<file path="src/weno5_reconstruct_core_macros.svh">
// Assertion macros shared by the WENO5 reconstruction RTL.
`ifndef WENO5_RECONSTRUCT_CORE_MACROS_SVH
`define WENO5_RECONSTRUCT_CORE_MACROS_SVH

// Same-cycle implication, checked on clk, off during reset.
`define W5R_ASSERT_IMP(lbl, ante, cons, msg) \
    lbl: assert property (@(posedge clk) disable iff (!rst_n) (ante) |-> (cons)) else $error(msg);

// Next-cycle implication, checked on clk, off during reset.
`define W5R_ASSERT_NXT(lbl, ante, cons, msg) \
    lbl: assert property (@(posedge clk) disable iff (!rst_n) (ante) |=> (cons)) else $error(msg);

`endif

</file>
<file path="src/w5r_pkg.sv">
// Package: widths, constants, types and helpers of the WENO5 reconstruction core.
package w5r_pkg;

    localparam int SAMPLE_BITS = 24;
    localparam int WEIGHT_BITS = 16;
    localparam int MANT_BITS   = 10;
    localparam int EPS_W       = 32;
    localparam int MAG_W       = 27;
    localparam int SQ_W        = 2 * MAG_W;
    localparam int S_W         = 57;
    localparam int CHUNKS      = 8;
    localparam int LEN_W       = 7;
    localparam int SH_W        = 6;
    localparam int TT_W        = 2 * MANT_BITS;
    localparam int BIG_W       = 2 * TT_W;
    localparam int SUM_W       = 45;
    localparam int C_W         = 29;
    localparam int W1_W        = WEIGHT_BITS + 1;
    localparam int PROD_W      = W1_W + 1 + C_W;
    localparam int N_W         = PROD_W + 2;
    localparam int Z_W         = 32;
    localparam int QP_W        = 2 * Z_W;
    localparam int DIV_STAGES  = WEIGHT_BITS;
    localparam int NSTAGE      = 13 + DIV_STAGES;
    localparam int DATA_IN_W   = 5 * SAMPLE_BITS;
    localparam int DATA_IN_PAD = ((DATA_IN_W + 7) / 8) * 8;
    localparam int DATA_OUT_PAD = ((SAMPLE_BITS + 7) / 8) * 8;

    localparam logic [EPS_W-1:0] EPS_RESET = 32'd4295;
    localparam logic [Z_W-1:0]   RECIP3    = 32'hAAAA_AAAB;

    typedef struct packed {
        logic [SUM_W-1:0]        rem0;
        logic [SUM_W-1:0]        rem2;
        logic [SUM_W-1:0]        sum;
        logic [WEIGHT_BITS-1:0]  q0;
        logic [WEIGHT_BITS-1:0]  q2;
        logic signed [C_W-1:0]   c0;
        logic signed [C_W-1:0]   c1;
        logic signed [C_W-1:0]   c2;
    } div_t;

    typedef struct packed {
        logic signed [C_W-1:0] c0;
        logic signed [C_W-1:0] c1;
        logic signed [C_W-1:0] c2;
    } cand_t;

    // Bit length of an 8-bit chunk (0 when zero).
    function automatic logic [3:0] len8(input logic [7:0] x);
        logic [3:0] n;
        n = 4'd0;
        for (int i = 0; i < 8; i++) begin
            if (x[i]) begin
                n = 4'(i + 1);
            end
        end
        return n;
    endfunction

endpackage

</file>
<file path="src/w5r_div_step.sv">
// One restoring-division step for both weight quotients, registered.
module w5r_div_step (
    input  logic          clk,
    input  logic          en,
    input  w5r_pkg::div_t din,
    output w5r_pkg::div_t dout
);

    logic [w5r_pkg::SUM_W:0] sh0;
    logic [w5r_pkg::SUM_W:0] sh2;
    logic                    ge0;
    logic                    ge2;
    w5r_pkg::div_t           dout_next;
    w5r_pkg::div_t           dout_reg;

    always_comb
    begin
        sh0 = {din.rem0, 1'b0};
        sh2 = {din.rem2, 1'b0};
        ge0 = sh0 >= {1'b0, din.sum};
        ge2 = sh2 >= {1'b0, din.sum};
        dout_next      = din;
        dout_next.rem0 = ge0 ? w5r_pkg::SUM_W'(sh0 - {1'b0, din.sum})
                             : w5r_pkg::SUM_W'(sh0);
        dout_next.rem2 = ge2 ? w5r_pkg::SUM_W'(sh2 - {1'b0, din.sum})
                             : w5r_pkg::SUM_W'(sh2);
        dout_next.q0   = {din.q0[w5r_pkg::WEIGHT_BITS-2:0], ge0};
        dout_next.q2   = {din.q2[w5r_pkg::WEIGHT_BITS-2:0], ge2};
    end

    always_ff @(posedge clk)
    begin
        if (en)
        begin
            dout_reg <= dout_next;
        end
    end

    assign dout = dout_reg;

endmodule

</file>
<file path="config.mk">
export PLATFORM = sky130hd
export DESIGN_NAME = w5r_div_step
export DESIGN_NICKNAME = d
export VERILOG_FILES = /design/src/weno5_reconstruct_core_macros.svh /design/src/w5r_pkg.sv /design/src/w5r_div_step.sv
export SDC_FILE = /design/constraint.sdc
export NUM_CORES = 1
export LEC_CHECK = 0
export BUFFER_PORTS_ARGS = -buffer_cell sky130_fd_sc_hd__buf_2
export CAP_MARGIN = 40
export CORE_AREA = 2 2 200 202
export CTS_CLUSTER_DIAMETER = 100
export DETAILED_ROUTE_END_ITERATION = 16
export DIE_AREA = 0 0 202 204
export GPL_TIMING_DRIVEN = 0
export PLACE_DENSITY = 0.76
export REMOVE_ABC_BUFFERS = 1
export SYNTH_ARGS = -nofsm -noshare
export SYNTH_HDL_FRONTEND = slang
export SYNTH_SLANG_ARGS = --single-unit
</file>
<file path="constraint.sdc">
create_clock -name clk -period 3.02 [get_ports clk]
set_clock_uncertainty 0.1 [all_clocks]
set_input_delay 0.302 -clock clk [delete_from_list [all_inputs] [get_ports clk]]
set_output_delay 0.302 -clock clk [all_outputs]
set_load 0.01 [all_outputs]
</file>
# After elaboration in Yosys (flattened, before gate mapping)
# Cells that the tools add are included.
# word_totals
latch_bits	0
memories	0
mem_bits_rw	0
output_inout_bits	254
romBits	0
ff_bits	254
wordCells	16
input_bits	256
# classes
magnitude_cmp	2
n_shift	0
n_mux	2
addsub	2
n_div	0
n_reduce_logical	0
multipliers	0
n_eq_ne	0
bitwise_logic	0
# ops
operator	n
$ge A46 B45 Y1	2
$mux W45	2
$sub A45 B45 Y45	2

# Depth between registers and ports, before layout
# Gate-level depths: netlist of run 1.
# logic_depth
ltp_word	2
ltp_mapped	15
depth_no_buf	13

# Worst setup path before layout of run 1
# No wires, ideal clock.
# synth_path
kind	in2reg
startpoint	in din[158] in the netlist's numbering
endpoint	reg dout_reg (netlist bit dout[200]), data pin
arrival_ns	2.700
path_slack_ns	-0.038
t_required_ns	2.662
n_path_buf	3
cell_stages	15
path_cell_list	inv_1 > ha_1 > buf_6 > a21o_1 > a21o_1 > a21o_1 > o2111a_1 > a2111oi_4 > and3_1 > a21o_4 > inv_2 > buf_6 > buf_6 > nor2_1 > a21oi_1
# synth_rtl
item	line_no	rtl
start, declared	w5r_div_step.sv:5	input w5r_pkg::div_t din,
end signal, assigned	w5r_div_step.sv:35	dout_reg <= dout_next;
end, declared	w5r_div_step.sv:14	w5r_pkg::div_t dout_reg;

==> results of run 1 <==
## cell usage after synthesis (3+ instances only)
cell type / instances / area share (%)
o21a_1: 13 / 0.69
xnor2_1: 43 / 2.7
nand2_1: 100 / 2.7
o31ai_1: 11 / 0.59
buf_6: 6 / 0.48
nand4_1: 34 / 1.5
nor2_1: 124 / 3.3
and2_1: 3 / 0.13
o21ai_0: 63 / 2.2
xor2_1: 28 / 1.7
or3_1: 9 / 0.40
buf_2: 15 / 0.53
ha_1: 90 / 8.0
nand3_1: 17 / 0.60
nor2b_1: 9 / 0.40
a221oi_1: 4 / 0.25
nor3_1: 21 / 0.75
a21oi_1: 164 / 5.8
nand2b_1: 9 / 0.40
and3_1: 9 / 0.40
a31oi_1: 5 / 0.22
o41ai_1: 4 / 0.25
a31o_2: 4 / 0.25
inv_1: 79 / 2.1
o21ai_1: 3 / 0.11
nor4_1: 11 / 0.49
clkbuf_1: 37 / 0.99
o211ai_1: 10 / 0.53
and4_1: 3 / 0.19
a21o_1: 42 / 2.2
a21oi_2: 3 / 0.19
edfxtp_1: 254 / 54
a211oi_1: 10 / 0.53
o21bai_1: 16 / 0.85
## cell families (layout without fill, tap and decap cells)
logic type | Yosys count | after routing | share of synthesized area, %
AO/OA/AOI/OAI | 384 | 386 | 17.2
AND/OR/NAND/NOR | 356 | 356 | 11.6
flip-flops | 254 | 254 | 54.2
buffers and inverters | 139 | 899 | 4.16
adder cells (fa/ha/maj) | 92 | 92 | 8.28
XOR/XNOR | 71 | 71 | 4.42
multiplexers | 2 | 2 | 0.142
other | 0 | 11 | 0
## layer usage
metal  vias up  GRT usage (%)  routed length, um
li1       6328              -                  -
met1      6522           30.7              22000
met2       649           46.4              28200
met3       131           4.69               3930
met4        14           12.4               2820
met5         -              0                 93
## how the worst max path moves through the flow
stage                     slack, ns   endpoint      from
after floorplan               -0.48  dout[250]  din[119]
after global placement        -2.08   dout[70]        en
after detailed placement      -1.72  dout[230]  din[119]
after CTS                     0.002  dout[203]  din[159]
after global routing         -0.005  dout[203]  din[142]
final                          0.02  dout[203]  din[120]
## metrics by stage
step	hold WS (ns)	std cells	setup slack [ns]	total power, mW	instance area (um2)
detailed placement	0.380	2276	-1.72	7.01	17100
floorplan	0.301	1240	-0.476	5.92	13800
CTS	0.000116	2567	0.00208	10.8	20600
global route	0.0109	2592	-0.00501	11.4	21000
finish	0.0192	2596	0.0215	10.9	21000
global placement	0.379	2272	-2.08	6.98	17000
## layout make-up
type,count,area [um2]
clock inverters,18,155
well taps,525,657
repair buffers,766,5190
repair inverters,2,15.0
multi-input cells,907,6270
fillers,3377,18200
clock buffers,32,737
inverters,81,324
diodes,11,27.5
flip-flops and latches,254,7630
## cell usage in the layout (no fill, tap or decap), types with 30 or more instances in the layout
master / n
nor2_1: 124
nand2_1: 99
dlygate4sd3_1: 224
a21oi_1: 160
buf_2: 505
clkbuf_16: 30
xnor2_1: 43
edfxtp_1: 254
a21o_1: 42
ha_1: 70
nand4_1: 34
inv_1: 78
o21ai_0: 61
## report_power, final
part | total, mW | switching, mW | internal (mW) | leakage [nW]
combinational | 2.99 | 1.73 | 1.27 | 6.15
clock | 3.44 | 1.51 | 1.93 | 0.447
sequential | 4.47 | 0.114 | 4.36 | 2.49
## worst max-delay path, stage by stage
cell       delay [ns]
buf_4            0.13
inv_2            0.06
ha_4             0.27
ha_4             0.13
nand4_1          0.15
nor4_4           0.44
and4_4           0.32
o2111a_1         0.26
a2111oi_4        0.06
and3_4           0.19
a21o_4           0.29
inv_12           0.10
buf_16           0.15
mux2i_2          0.23
a311oi_2         0.06
## timing repair
action,CTS,global route
cloned,5,1
resized for setup,46,45
pin swaps,11,11
setup buffers,12,17
hold endpoints to repair,224,0
endpoints found under the setup margin,90,63
hold buffers,224,0
==> results summary, run 1 <==
The initial antenna violation count is 16. Routability-driven placement finished with a final weighted congestion of between 0.9 and 1. In this run the horizontal extent of the chip is roughly 200 um. The number of distinct library cell variants in the gate-level netlist after synthesis came out at 68.

The total number of vias is roughly 14000. The area of the die came out at 0.0412 mm2. The worst hold path endpoint is dout[166]. The largest net degree at the start of global routing is 109. The number of setup violations in the final report is 0. The largest fanout of any net on the critical path is 9. The worst setup path is captured at a flop. The number of max-slew violations in the final report is 0. The flow ran to the end, and the final reports show no timing, DRC or antenna violations. STA puts the critical path data required time at between 3 and 4 ns. The leakage power total is just over 9 nW. The classification of the worst setup path is in2reg. The cell area after synthesis is 0.0141 mm2. In the final routed layout, each cell accounts on average for ~22 um. The count of H-tree levels built during CTS came out at 1. The number of max-cap violations came out at 0.

In this run the remaining antenna-violating nets after routing total 0. The worst hold path passes through 3 cells. The count of warnings emitted by yosys came out at 0.

The share of post-route cells with drive strength above 1 is around 32%. The floorplan die height came out at 204 um. The final net count is between 2000 and 2500. The core outline area is ~0.039 mm2. The number of flops mapped to enable cells by yosys came out at roughly 250. The relative slew slack came out at 53.2%. Summed over all nets, the half-perimeter wirelength after detailed placement is ~40 mm.

The synthesized flop and latch total came out at approximately 250. The final core utilization is 53.6%. After layout, the worst path uses between 90% and 100% of the clock period. The count of buffers added on input and output ports is around 500. The global-route congestion overflow total came out at 0. The average via count per standard cell is 5.26. The flip-flop count of the largest register after layout is ~250. The hold violation total from the final report came to 0.

The tightest min-delay check is of the in2reg type. The sequential element share of the synthesized area is between 50% and 60%. Timing would allow up to 334 MHz. The number of remaining DRC errors is 0. The final sum of negative setup slack is 0 ns. The data arrival time of the critical path is about 3.2 ns. The power density over the cells came out at ~520 mW/mm2. The first-pass GRT wire length came out at 81.4 mm.

The CTS tree is built. The measured slew at the worst slew-check pin came out at ~0.70 ns. Synthesis handed over a netlist of 1298 instances. The buffer depth of the longest clock path came out at 3. The initial standard-cell utilization of the core is between 30% and 40%. STA classifies the critical path startpoint as a primary input. For this design the top-level I/O count stands at 510. The minimum period implied by the final worst setup slack is between 2 and 3 ns. In this run the clock root is driven by a clkbuf_16. Global routing consumed, over all layers together, 26.2% of the routing resources.

After the first detailed-routing iteration, the DRC count stood at ~1000. The number of global-route vias before repair came out at about 13000. The average cell area after synthesis came out at approximately 11 um2.

The maximum vdd ir drop is about 0.42 mV. The TritonCTS buffer count came out at 29. The synthesis-to-finish area growth came out at 49.2%. After synthesis, the share of flip-flops with an asynchronous set or reset is 0%. The clock edge transition at the registers on the reported setup and hold paths is roughly 0.06 ns. Among all flip-flop cells after synthesis, the most frequent one is edfxtp_1. The overall routed net length came out at between 50 and 60 mm.

The row count came out at 73. The launch point of the worst hold path is din[165]. The sink count of the clock tree is roughly 250. Before antenna repair, the detailed router went through 5 iterations.
Note: power is estimated with default switching activity, not from simulation.
==> run 2: changes to the inputs <==
--- a/config.mk
+++ b/config.mk
@@ -13,7 +13,7 @@
 export DIE_AREA = 0 0 202 204
 export GPL_TIMING_DRIVEN = 0
 export PLACE_DENSITY = 0.76
-export REMOVE_ABC_BUFFERS = 1
 export SYNTH_ARGS = -nofsm -noshare
 export SYNTH_HDL_FRONTEND = slang
 export SYNTH_SLANG_ARGS = --single-unit
+export TNS_END_PERCENT = 5
==> results summary, run 2 (synthesis results as in run 1) <==
Status: complete, no violations (unchanged). The buffer depth of the longest clock path came out at 3 (unchanged). The number of global-route vias before repair came out at 13742 (was 13386).

The minimum period implied by the final worst setup slack came to 3.00 ns (about the same). The number of top-level pins is 510 (unchanged). The initial antenna violation count is 14 (was 16).

The critical path startpoint category is a primary input (unchanged). The classification of the worst setup path is in2reg (unchanged). The final-layout fill cell count was 3427 (was 3377). The number of antenna-violating nets in the routed design came out at 0 (unchanged).

The row count came out at 73 (unchanged). The highest-delay cell along the critical path is o31ai_1 (was nor4_4). The area of the die is 0.0412 mm2 (unchanged). The overall routed net length came to 56.8 mm (was 57.0 mm). The sequential cell area in the final layout is 0.00763 mm2 (unchanged). The share of the clock period used by the worst path after layout is 99.4% (was 99.3%). The detailed-routing iteration count for the pre-antenna-repair pass is 7 (was 5).

The number of I/O port buffers came to 507 (unchanged). The overall fraction of global-route tracks in use came to 26.4% (was 26.2%). The launch point of the worst hold path is din[236] (was din[165]). The sink count of the clock tree was 254 (unchanged).

The final net count came to 2386 (was 2389). The clock edge transition at the registers on the reported setup and hold paths is 0.06 ns (about the same). The hold violation total from the final report came out at 0 (unchanged).

The flip-flop count of the largest register after layout came out at 254 (unchanged). The type of element capturing the critical path was a flop (unchanged). The final instance area is 0.0207 mm2 (was 0.0210 mm2). The synthesis-to-finish area growth is 47.0% (was 49.2%). Setup repair after global routing could not meet its margin everywhere. Crit path cell chain: buf_2, inv_1, ha_1, buf_2, nand4_1, nor4_4, and4_1, o2111a_1, a2111oi_4, and3_1, a21o_4, buf_2, o31ai_1 (was buf_4, inv_2, ha_4, ha_4, nand4_1, nor4_4, and4_4, o2111a_1, a2111oi_4, and3_4, a21o_4, inv_12, buf_16, mux2i_2, a311oi_2).

The post-detailed-placement cell area is 0.0173 mm2 (was 0.0171 mm2). The first-pass GRT wire length is 82.5 mm (was 81.4 mm). The slack of the critical path came out at 0.0166 ns (was 0.0215 ns).

The buffer type at the clock tree root was clkbuf_16 (unchanged). The leading cell type in the layout, fill and taps excluded was buf_2 (unchanged). The power density over the cells came to 535 mW/mm2 (was 519 mW/mm2). The number of max-cap violations came out at 0 (unchanged). The placer congestion estimate came out at 0.917 (was 0.918). Most frequent cells in the layout: buf_2 (519), edfxtp_1 (254), dlygate4sd3_1 (210), a21oi_1 (158), nor2_1 (124) (was buf_2 (505), edfxtp_1 (254), dlygate4sd3_1 (224), a21oi_1 (160), nor2_1 (124)).

The average routed wire per standard cell came out at 21.9 um (was 22.0 um). The TritonCTS buffer count was 30 (was 29). The largest fanout of any net on the critical path came out at 10 (was 9).

The dominant cell type by count on the critical path is buf_2 (was ha_4). The total number of vias came to 13582 (was 13644). The final sum of negative setup slack is 0 ns (unchanged). The share of post-route cells with drive strength above 1 came out at 31.2% (was 32.2%). The relative slew slack was 54.2% (was 53.2%).

The core outline area came out at 0.0392 mm2 (unchanged). The maximum vdd ir drop is 0.414 mV (was 0.418 mV). The first-iteration detailed-routing DRC count is 1036 (was 988). The total area of multi-input combinational cells is 0.00606 mm2 (was 0.00627 mm2). The number of remaining DRC errors came out at 0 (unchanged). The final core utilization is 52.8% (was 53.6%). The class of the most critical hold timing path is in2reg (unchanged).

The required time of the worst setup path is 3.24 ns (was 3.22 ns). The number of placed cells counting well taps is 2332 (was 2276). The leakage power total came out at 8.99 nW (was 9.09 nW). The count of placed standard cells in the final layout, fillers left out came out at 2597 (was 2596). The worst setup timing slack at the placement stage is -1.26 ns (was -1.72 ns).

The initial standard-cell utilization of the core came out at 35.9% (unchanged). The number of setup violations in the final report came out at 0 (unchanged). The floorplan die height came to 204 um (unchanged). The achievable frequency is 333 MHz (was 334 MHz). The longest individual stage delay on the worst path came out at 0.45 ns (was 0.44 ns). The number of nets in the synthesized netlist is around 1600. The die extent in x is 202 um (unchanged). The data arrival time of the critical path is 3.23 ns (was 3.19 ns). The largest net degree at the start of global routing came out at 133 (was 109). The average via count per standard cell is 5.23 (was 5.26).

The total half-perimeter wirelength after legalization and detailed placement is 42.9 mm (was 40.0 mm). The beginning of the critical path is din[143] (was din[120]). The CTS tree is built (unchanged). The power after layout is 11.1 mW (was 10.9 mW).

The worst hold slack after final layout came to 0.00878 ns (was 0.0192 ns). The number of max-slew violations in the final report came out at 0 (unchanged). The measured slew at the worst slew-check pin is 0.680 ns (was 0.701 ns).

The global-route congestion overflow total came out at 0 (unchanged). The count of H-tree levels built during CTS is 1 (unchanged).
==> run 2: cell count changes in the layout (fill, tap and decap cells not counted), sizes merged <==
| cell | before | now |
|---|---|---|
| clkinv | 12 | 9 |
| clkinvlp | 0 | 3 |
| diode | 11 | 12 |
| dlygate4sd3 | 224 | 210 |
| a31oi | 7 | 6 |
| inv | 87 | 84 |
| bufinv | 2 | 3 |
| a21o | 44 | 43 |
| clkbuf | 33 | 47 |
| bufbuf | 1 | 0 |
| buf | 540 | 545 |
==> run 2: power breakdown <==
group	total [mW]	internal (mW)	leakage, nW	switching, mW
sequential	4.47	4.36	2.49	0.110
clock	3.69	2.13	0.471	1.56
combinational	2.90	1.20	6.03	1.70
total	11.1	7.69	8.99	3.37
==> run 2: worst paths after layout <==
| check | endpoint | slack (ns) | depth (start not counted) |
|---|---|---|---|
| setup / recovery | dout[201] | 0.02 | 13 |
| hold / removal | dout[237] | 0.009 | 3 |
==> run 2: critical path, delay by kind of cell <==
kind / cells / cell delay (ns)
buf+inv: 4 / 0.62
simple gates: 4 / 1.02
fa+ha+maj: 1 / 0.30
compound gates: 4 / 0.99
==> run 2: routing by layer <==
| metal | wire (um) | vias to the layer above | global-route usage (%) |
|---|---|---|---|
| li1 | - | 6308 | - |
| met1 | 22300 | 6497 | 31.9 |
| met2 | 27700 | 631 | 45.9 |
| met3 | 3760 | 144 | 4.16 |
| met4 | 2940 | 2 | 13.0 |
| met5 | 16 | - | 0 |
==> run 2: layout make-up <==
class,count,area share [%]
Inverter,81,1.48
Clock buffer,36,3.84
Multi-Input combinational cell,905,29.3
Sequential cell,254,36.9
Timing Repair Buffer,733,23.3
Antenna cell,12,0.145
Clock inverter,18,0.901
Tap cell,525,3.18
Buffer,33,1.02
==> run 2: repair_timing <==
item / CTS / global route
gates cloned: 0 / 0
setup buffers: 5 / 9
pin swaps: 9 / 10
resized for setup: 25 / 33
hold endpoints to repair: 234 / 0
hold buffers: 210 / 0
setup endpoints to repair: 85 / 88
